[src/sv/fdc_pkg.sv]
// Shared types, constants and coefficient functions for the FIR decimator core.
package fdc_pkg;

  localparam int SAMPLE_WIDTH        = 16;
  localparam int ACC_W               = 38;
  localparam int DECIMATION_DEF      = 8;
  localparam int COEF_FRAC_BITS_DEF  = 15;
  localparam logic [63:0] PI_Q28     = 64'd843314857;

  typedef struct packed {
    logic signed [SAMPLE_WIDTH-1:0] sample_re;
    logic signed [SAMPLE_WIDTH-1:0] sample_im;
  } sample_t;

  typedef struct packed {
    logic signed [SAMPLE_WIDTH-1:0] out_re;
    logic signed [SAMPLE_WIDTH-1:0] out_im;
  } result_t;

  // Restoring long division, build-time only.
  function automatic logic [63:0] udiv(input logic [63:0] n, input logic [63:0] d);
    logic [64:0] r;
    logic [63:0] q;
    r = '0;
    q = '0;
    for (int b = 63; b >= 0; b--) begin
      r = {r[63:0], n[b]};
      if (r >= {1'b0, d}) begin
        r    = r - {1'b0, d};
        q[b] = 1'b1;
      end
    end
    return q;
  endfunction

  // Taylor series sine in Q28, truncating at every step.
  function automatic logic [63:0] sin_q28(input logic [63:0] x);
    logic signed [63:0] sum;
    logic [63:0]        term;
    sum  = signed'(x);
    term = x;
    for (int n = 1; n <= 12; n++) begin
      term = (term * x) >> 28;
      term = (term * x) >> 28;
      term = udiv(term, 64'((2 * n) * (2 * n + 1)));
      if (n[0]) begin
        sum = sum - signed'(term);
      end else begin
        sum = sum + signed'(term);
      end
    end
    return (sum < 0) ? 64'd0 : unsigned'(sum);
  endfunction

  // Tap k of a D-tap table in unsigned Q(f).
  function automatic logic [63:0] tap_coef(input int d, input int f, input int k);
    logic [63:0] dd;
    logic [63:0] one;
    logic [63:0] i;
    logic [63:0] m;
    logic [63:0] x;
    logic [63:0] s;
    logic [63:0] den;
    dd  = 64'(d);
    one = 64'd1 << f;
    if (k >= d - 1) begin
      return udiv(one + (dd >> 1), dd);
    end
    i   = dd - 64'd1 - 64'(k);
    m   = (i < dd - i) ? i : dd - i;
    x   = udiv(PI_Q28 * m + (dd >> 1), dd);
    s   = sin_q28(x);
    den = PI_Q28 * i;
    return udiv(s * one + (den >> 1), den);
  endfunction

endpackage

[src/sv/fdc_round_sat.sv]
// Round-half-up from Q(FRAC_BITS) and saturate an accumulator to sample width.
module fdc_round_sat #(
  parameter int FRAC_BITS = fdc_pkg::COEF_FRAC_BITS_DEF
) (
  input  logic signed [fdc_pkg::ACC_W-1:0]        acc,
  output logic signed [fdc_pkg::SAMPLE_WIDTH-1:0] q
);

  localparam int EXT_W = fdc_pkg::ACC_W + 1;
  localparam logic signed [EXT_W-1:0] HALF = EXT_W'(64'd1 << (FRAC_BITS - 1));
  localparam logic signed [EXT_W-1:0] MAXV =
    EXT_W'((64'd1 << (fdc_pkg::SAMPLE_WIDTH - 1)) - 64'd1);
  localparam logic signed [EXT_W-1:0] MINV = -MAXV - EXT_W'(1);

  logic signed [EXT_W-1:0] biased;
  logic signed [EXT_W-1:0] shifted;

  always_comb begin
    biased  = {acc[fdc_pkg::ACC_W-1], acc} + HALF;
    shifted = biased >>> FRAC_BITS;
    if (shifted > MAXV) begin
      q = MAXV[fdc_pkg::SAMPLE_WIDTH-1:0];
    end else if (shifted < MINV) begin
      q = MINV[fdc_pkg::SAMPLE_WIDTH-1:0];
    end else begin
      q = shifted[fdc_pkg::SAMPLE_WIDTH-1:0];
    end
  end

endmodule

[src/sv/block_fir_decimator_core.sv]
// Top level of the complex integrate-and-dump FIR decimator.
//
// Input channel (sample, sample_valid, sample_stall) takes one complex I/Q
// item per cycle while sample_stall is low. Each item is weighted by the
// next entry of a fixed real tap table and summed; after DECIMATION items
// the rounded, saturated sum leaves on the result channel (result,
// result_valid, result_stall) and the sum restarts from zero. Blocks do
// not overlap. The last item of a block passes the input register, the
// multiplier register, the accumulator result register and the output
// register before its result appears. Throughput: one item per cycle
// while not stalled, one result per DECIMATION items.
// Reset clears the tap counter, the accumulators and all valid flags.
// While result_stall holds a result, items keep flowing into the
// accumulator; the input stalls only when the next finished block has
// nowhere to go, after which the pipeline drains as the output frees up.
module block_fir_decimator_core #(
  parameter int DECIMATION     = fdc_pkg::DECIMATION_DEF,
  parameter int COEF_FRAC_BITS = fdc_pkg::COEF_FRAC_BITS_DEF
) (
  input  logic             clk,
  input  logic             rst,
  input  logic             sample_valid,
  output logic             sample_stall,
  input  fdc_pkg::sample_t sample,
  output logic             result_valid,
  input  logic             result_stall,
  output fdc_pkg::result_t result
);

  localparam int SW     = fdc_pkg::SAMPLE_WIDTH;
  localparam int ACC_W  = fdc_pkg::ACC_W;
  localparam int TAP_W  = $clog2(DECIMATION);
  localparam int COEF_W = COEF_FRAC_BITS + 1;
  localparam int PROD_W = SW + COEF_W + 1;
  localparam logic [TAP_W-1:0] TAP_LAST = TAP_W'(DECIMATION - 1);

  logic [COEF_W-1:0] coef_rom [DECIMATION];

  for (genvar k = 0; k < DECIMATION; k++) begin : g_coef
    localparam logic [COEF_W-1:0] COEF =
      COEF_W'(fdc_pkg::tap_coef(DECIMATION, COEF_FRAC_BITS, k));
    assign coef_rom[k] = COEF;
  end

  logic [TAP_W-1:0] tap;
  logic             tap_last;

  logic                     smp_valid;
  logic signed [SW-1:0]     smp_re;
  logic signed [SW-1:0]     smp_im;
  logic [COEF_W-1:0]        smp_coef;
  logic                     smp_last;

  logic                     prod_valid;
  logic signed [PROD_W-1:0] prod_re;
  logic signed [PROD_W-1:0] prod_im;
  logic                     prod_last;

  logic signed [ACC_W-1:0]  acc_re;
  logic signed [ACC_W-1:0]  acc_im;
  logic signed [ACC_W-1:0]  acc_re_next;
  logic signed [ACC_W-1:0]  acc_im_next;

  logic                     raw_valid;
  logic signed [ACC_W-1:0]  raw_re;
  logic signed [ACC_W-1:0]  raw_im;

  logic signed [SW-1:0]     rnd_re;
  logic signed [SW-1:0]     rnd_im;

  logic out_free;
  logic raw_free;
  logic prod_take;
  logic prod_free;
  logic smp_take;
  logic smp_free;
  logic accept;

  always_comb begin
    out_free     = !result_valid || !result_stall;
    raw_free     = !raw_valid || out_free;
    prod_take    = prod_valid && (!prod_last || raw_free);
    prod_free    = !prod_valid || prod_take;
    smp_take     = smp_valid && prod_free;
    smp_free     = !smp_valid || smp_take;
    sample_stall = !smp_free;
    accept       = sample_valid && smp_free;
    tap_last     = (tap == TAP_LAST);
    acc_re_next  = acc_re + ACC_W'(prod_re);
    acc_im_next  = acc_im + ACC_W'(prod_im);
  end

  fdc_round_sat #(.FRAC_BITS(COEF_FRAC_BITS)) u_round_re (.acc(raw_re), .q(rnd_re));
  fdc_round_sat #(.FRAC_BITS(COEF_FRAC_BITS)) u_round_im (.acc(raw_im), .q(rnd_im));

  // control state
  always_ff @(posedge clk) begin
    if (rst) begin
      tap          <= '0;
      smp_valid    <= 1'b0;
      prod_valid   <= 1'b0;
      raw_valid    <= 1'b0;
      result_valid <= 1'b0;
      acc_re       <= '0;
      acc_im       <= '0;
    end else begin
      if (accept) begin
        tap <= tap_last ? '0 : tap + TAP_W'(1);
      end
      if (accept) begin
        smp_valid <= 1'b1;
      end else if (smp_take) begin
        smp_valid <= 1'b0;
      end
      if (smp_take) begin
        prod_valid <= 1'b1;
      end else if (prod_take) begin
        prod_valid <= 1'b0;
      end
      if (prod_take) begin
        if (prod_last) begin
          acc_re <= '0;
          acc_im <= '0;
        end else begin
          acc_re <= acc_re_next;
          acc_im <= acc_im_next;
        end
      end
      if (prod_take && prod_last) begin
        raw_valid <= 1'b1;
      end else if (raw_valid && out_free) begin
        raw_valid <= 1'b0;
      end
      if (raw_valid && out_free) begin
        result_valid <= 1'b1;
      end else if (!result_stall) begin
        result_valid <= 1'b0;
      end
    end
  end

  // payload
  always_ff @(posedge clk) begin
    if (accept) begin
      smp_re   <= sample.sample_re;
      smp_im   <= sample.sample_im;
      smp_coef <= coef_rom[tap];
      smp_last <= tap_last;
    end
    if (smp_take) begin
      prod_re   <= smp_re * $signed({1'b0, smp_coef});
      prod_im   <= smp_im * $signed({1'b0, smp_coef});
      prod_last <= smp_last;
    end
    if (prod_take && prod_last) begin
      raw_re <= acc_re_next;
      raw_im <= acc_im_next;
    end
    if (raw_valid && out_free) begin
      result.out_re <= rnd_re;
      result.out_im <= rnd_im;
    end
  end

endmodule
[config.mk]
export PLATFORM = sky130hd
export DESIGN_NAME = block_fir_decimator_core
export DESIGN_NICKNAME = d
export VERILOG_FILES = /design/src/sv/fdc_pkg.sv /design/src/sv/fdc_round_sat.sv /design/src/sv/block_fir_decimator_core.sv
export SDC_FILE = /design/constraint.sdc
export NUM_CORES = 2
export LEC_CHECK = 0
export ABC_AREA = 1
export BUFFER_PORTS_ARGS = -buffer_cell sky130_fd_sc_hd__buf_4
export CAP_MARGIN = 20
export CELL_PAD_IN_SITES_DETAIL_PLACEMENT = 1
export CELL_PAD_IN_SITES_GLOBAL_PLACEMENT = 1
export CORE_MARGIN = 3
export CORE_UTILIZATION = 49
export CTS_BUF_LIST = sky130_fd_sc_hd__clkbuf_16
export DETAILED_ROUTE_END_ITERATION = 16
export GPL_ROUTABILITY_DRIVEN = 0
export PLACE_DENSITY = 0.91
export SYNTH_ARGS = -nofsm -noshare
export SYNTH_HDL_FRONTEND = slang
export SYNTH_SLANG_ARGS = --single-unit
[constraint.sdc]
create_clock -name clk -period 6.4 [get_ports clk]
set_input_delay 0.32 -clock clk [delete_from_list [all_inputs] [get_ports clk]]
set_output_delay 0.32 -clock clk [all_outputs]
set_load 0.1 [all_outputs]
* Yosys cells after proc, flatten, opt, wreduce, memory -nomap -nowiden *
Memory sizes are Yosys's and may differ from the RTL's. A register that Yosys moved wholly into a read port is not among the register bits.
Index checks and enable logic that the tools add are counted.

word-level totals
  ROM bits = 128
  output and inout bits = 34
  bits in registers = 291
  bits of input ports = 36
  memories kept = 1
  logic and storage cells = 65

cells by class
  magnitude comparators = 4
  add/sub/neg operators = 5
  bitwise gates (word level) = 1
  mux-type cells = 13
  eq/ne operators = 2
  reductions and logical operators = 20
  multipliers = 2

memory list
  name             depth  bits a word  read ports  clocked after Yosys merged registers in  write ports  line                             RTL
  (no name shown)  8      16           1           1                                        0            block_fir_decimator_core.sv:147  smp_coef <= coef_rom[tap];

operator list
  operator                count
  $add 38x16->39 const B  2
  $add 38x33->38          2
  $mux 38                 2
  $mul 16x17->33          2
  $gt 24x16->1 const B    2
  $lt 24x16->1 const B    2
  $mux 16                 2
  $mux 1                  8
  $logic_not 1->1         7
  $reduce_bool 2->1       3
  $logic_and 1x1->1       5
  $logic_or 1x1->1        5
  $not 3->4               1
  $add 3x1->3 const B     1
  $eq 3x3->1 const B      1
  $mux 3                  1
  $ne 2x1->1 const B      1

* Logic depth before layout (Yosys ltp) *
  depth in word-level cells = 10
  mapped depth = 26

* Hierarchy *
Synthesis repeated with hierarchy kept, for this count alone.

second synthesis, totals
  cell total of the unflattened synthesis = 4258
  area, all modules = 32934.1 um2

by module, submodules not included
  module                    area each (um2)  times used  cells an instance
  block_fir_decimator_core  31164.9          1           3892
  fdc_round_sat             884.6            2           183

* Worst setup path after synthesis *
OpenSTA, ideal clock, no wires.

  path kind = register to register
  start = reg smp_re[4]
  end = reg prod_re[20] (data pin)
  library setup time = 256 ps
  stages on the path, launching flop included = 24
  buffers on the path = 1
  arrival = 5260 ps
  slack = 883 ps
  required time = 6144 ps
  period minus slack after synthesis = 5517 ps
  path through = edfxtp_1 > clkbuf_1 > nand2_1 > inv_1 > fa_1 > inv_1 > fa_1 > inv_1 > fa_1 > inv_1 > fa_1 > inv_1 > fa_1 > inv_1 > fa_1 > inv_1 > ha_1 > nand4_1 > o21ai_0 > nand2_1 > a21oi_1 > nor2_1 > nand2_1 > nand2_1

on the way
  longest elaborated chain between the ends = 1

ends and longest elaborated chain
  element                   line                             RTL
  start: declaration        block_fir_decimator_core.sv:49   logic signed [SW-1:0] smp_re;
  start signal: assignment  block_fir_decimator_core.sv:145  smp_re <= sample.sample_re;
  $mul 16x17->33            block_fir_decimator_core.sv:151  prod_re <= smp_re * $signed({1'b0, smp_coef});
  end signal: assignment    block_fir_decimator_core.sv:151
  end: declaration          block_fir_decimator_core.sv:55   logic signed [PROD_W-1:0] prod_re;

Every way passes these cells.
A chain may end at the register's enable or synchronous reset.

* Worst setup path after layout *
  start = reg smp_re[6]
  end = reg prod_re[21] (data pin)

Same word-level chain as after synthesis.

==> impl_metrics.tcl <==
set metrics [dict create \
    slew_viol_final 0 \
    synth-main-ff-cell "edfxtp_1" \
    clock-sinks 276 \
    synth_top_area_frac 0.192 \
    core_area_um2 63700 \
    endpoint_kind "flop" \
    wire_per_inst_um 24.3 \
    busiest_layer "met2" \
    start_util 0.500 \
    dpl.hpwl_mm 82.6 \
    synth_top_area_cell "fa_1" \
    grt_start_max_net_pins 82 \
    h-tree-depth 2 \
    tightest_slew_ns 1.15 \
    timing.final.crit_share 1.04 \
    cts-buffers-inserted 34 \
    ys_async_sr_fraction 0 \
    vias 30700 \
    drc 0 \
    place_inst 5077 \
    skew_ns 0.0429 \
    clock_path_buffers 3 \
    setup_ws_ns -0.252 \
    fmax_mhz 150 \
    ys_seq_elements 276 \
    tns_ns -2.51 \
    use_met3 0.0525 \
    slew_headroom 0.232 \
    grtUsageMet2 0.585 \
    grt_pass1_vias 32300 \
    drive_above_1_share 0.0632 \
    io_pins 70 \
    synth_fp_nets 4895 \
    drtIter0Drc 3062 \
    grt_overflow_total 0 \
    violations "negative setup slack" \
    path_clk_slew_ns 0.07 \
    use_met1 0.392 \
    cap_viol_max_count 0 \
    final_cells 5233 \
    worstPathArrival_ns 7.01 \
    num_rows 92 \
    finalHoldViolCount 0 \
    min_path_type "in -> reg" \
    clk_latency_ns 0.61 \
    track_usage 0.334 \
    drt-pass1-iter-count 7 \
    required_ns 6.76 \
    synthCells 4218 \
    setup_viol 23 \
    antenna_left 0 \
    ys_types 45 \
    status "finished, violations left" \
    ys_top_cells_by_area "fa_1 19%, edfxtp_1 18%, nand2_1 15%" \
    drt-total-wl_mm 127 \
    root_buffer "clkbuf_16" \
    ys_seq_area_frac 0.234 \
    yosys_warnings 0 \
    die_area_um2 68100 \
    critPathMaxFanout 7 \
    postSynthAreaPerCell_um2 7.55 \
    nFillCells 7938 \
    fin_crit_ns 6.65 \
    nets 5037 \
    grt_first_pass_wirelength_mm 177 \
    worst-setup-path-type "reg -> reg" \
    antenna_found_initial 2 \
    syn_area_um2 31900 \
    cts_tree "yes" \
    die_y_um 261 \
    synth_edf_count 193 \
    areaGrowthSynthToFinish_pct 11.1 \
    io_buffers 69 \
    viasPerCell 5.87 \
    crit_path_start_kind "flop" \
    die_w_um 261 \
]
## layout make-up
cell class / count / area, um^2 / share of cell area
inverter: 965 / 3620 / 0.102
multi-input combinational: 2879 / 20400 / 0.577
clock buffer: 35 / 876 / 0.0248
antenna: 1 / 2.50 / 0.0000707
clock inverter: 27 / 240 / 0.00679
timing repair buffer: 204 / 1700 / 0.0480
sequential: 276 / 7460 / 0.211
tap: 846 / 1060 / 0.0299
## sequential cells by signal (all words and copies together) (netlist names), 3 cells and up
register and flops:
smp_im 16, prod_re 33, smp_re 16, tap 3
smp_coef 13, result 32, raw_re 24, acc_im 38
acc_re 38, prod_im 33, raw_im 24
## what timing repair did
item | in CTS | in global routing
setup buffers | 3 | 57
hold buffers | 32 | 0
gates resized for setup | 1 | 9
endpoints found under the hold margin | 32 | 0
setup endpoints to repair | 5 | 31
pin swaps | 0 | 0
gates cloned | 0 | 0
## synthesized netlist by cell type (3+ instances only)
cell type,count
xnor2_1,23
buf_1,4
a31oi_1,6
o211ai_1,3
o21bai_1,11
nand3_1,148
fa_1,306
nand4_1,22
ha_1,335
a21oi_1,223
a21boi_0,19
nor2_4,5
edfxtp_1,193
inv_2,5
dfxtp_1,83
nand2_1,1235
buf_6,3
nor3_1,36
clkbuf_1,90
inv_1,959
nand2_2,8
xor2_1,72
or2_2,11
and2_1,34
a211oi_1,3
a21o_1,15
nor2_1,240
o21ai_0,98
nor2_2,6
nand3b_1,7
## placed cells by master, fill, tap and decap left out, types with 35 or more instances in the layout
cell / count
a21oi_1: 220
buf_4: 165
clkbuf_16: 35
dfxtp_1: 83
edfxtp_1: 193
fa_1: 306
ha_1: 335
inv_1: 962
nand2_1: 1235
nand3_1: 147
nor2_1: 239
nor3_1: 35
o21ai_0: 94
xor2_1: 72
## through the flow
stage | hold WS (ns) | util | setup slack, ns | area (um^2)
floorplan | 0.400 | - | 0.883 | 31900
global route | 0.0784 | 0.556 | -0.325 | 35400
global placement | 0.452 | 0.525 | 0.467 | 33400
CTS | 0.0733 | 0.547 | 0.0238 | 34800
detailed placement | 0.462 | 0.525 | -0.0691 | 33400
finish | 0.0839 | 0.556 | -0.252 | 35400
## cell families after synthesis
group / synth area share
adder cells (fa/ha/maj): 0.324
flip-flops: 0.234
XOR/XNOR: 0.0261
AND/OR/NAND/NOR: 0.224
buffers and inverters: 0.126
AO/OA/AOI/OAI: 0.0658
## critical path, stage by stage (launching register included)
cell,delay [ns]
edfxtp_1,0.58
nand2_1,0.16
inv_1,0.12
fa_1,0.57
inv_1,0.12
fa_1,0.58
inv_1,0.08
fa_1,0.51
inv_1,0.07
fa_1,0.54
inv_1,0.09
fa_1,0.55
inv_1,0.06
fa_1,0.48
inv_1,0.12
ha_1,0.31
a21oi_1,0.36
inv_1,0.10
o21ai_0,0.21
nand2_1,0.15
a21oi_1,0.27
nor2_1,0.10
nor2_1,0.17
xnor2_1,0.09
## routing by layer
| layer | vias to the layer above | part of all wire |
|---|---|---|
| met3 | 847 | 0.089 |
| met1 | 14700 | 0.36 |
| met2 | 1967 | 0.47 |
| met5 | - | 0.000087 |
| met4 | 2 | 0.089 |
| li1 | 13100 | - |
## final timing paths
check                                  start      endpoint  slack, ns  cells past startpoint
worst min register to register    acc_im[36]    acc_im[36]       0.47                      2
worst min-delay path            result_stall  result_valid       0.08                      3
worst max-delay path               smp_re[6]   prod_re[21]      -0.25                     23
worst max register to register     smp_re[6]   prod_re[21]      -0.25                     23
Power is not shown: default switching activity piles up to over one toggle a cycle in this logic, so the estimate is an artifact.
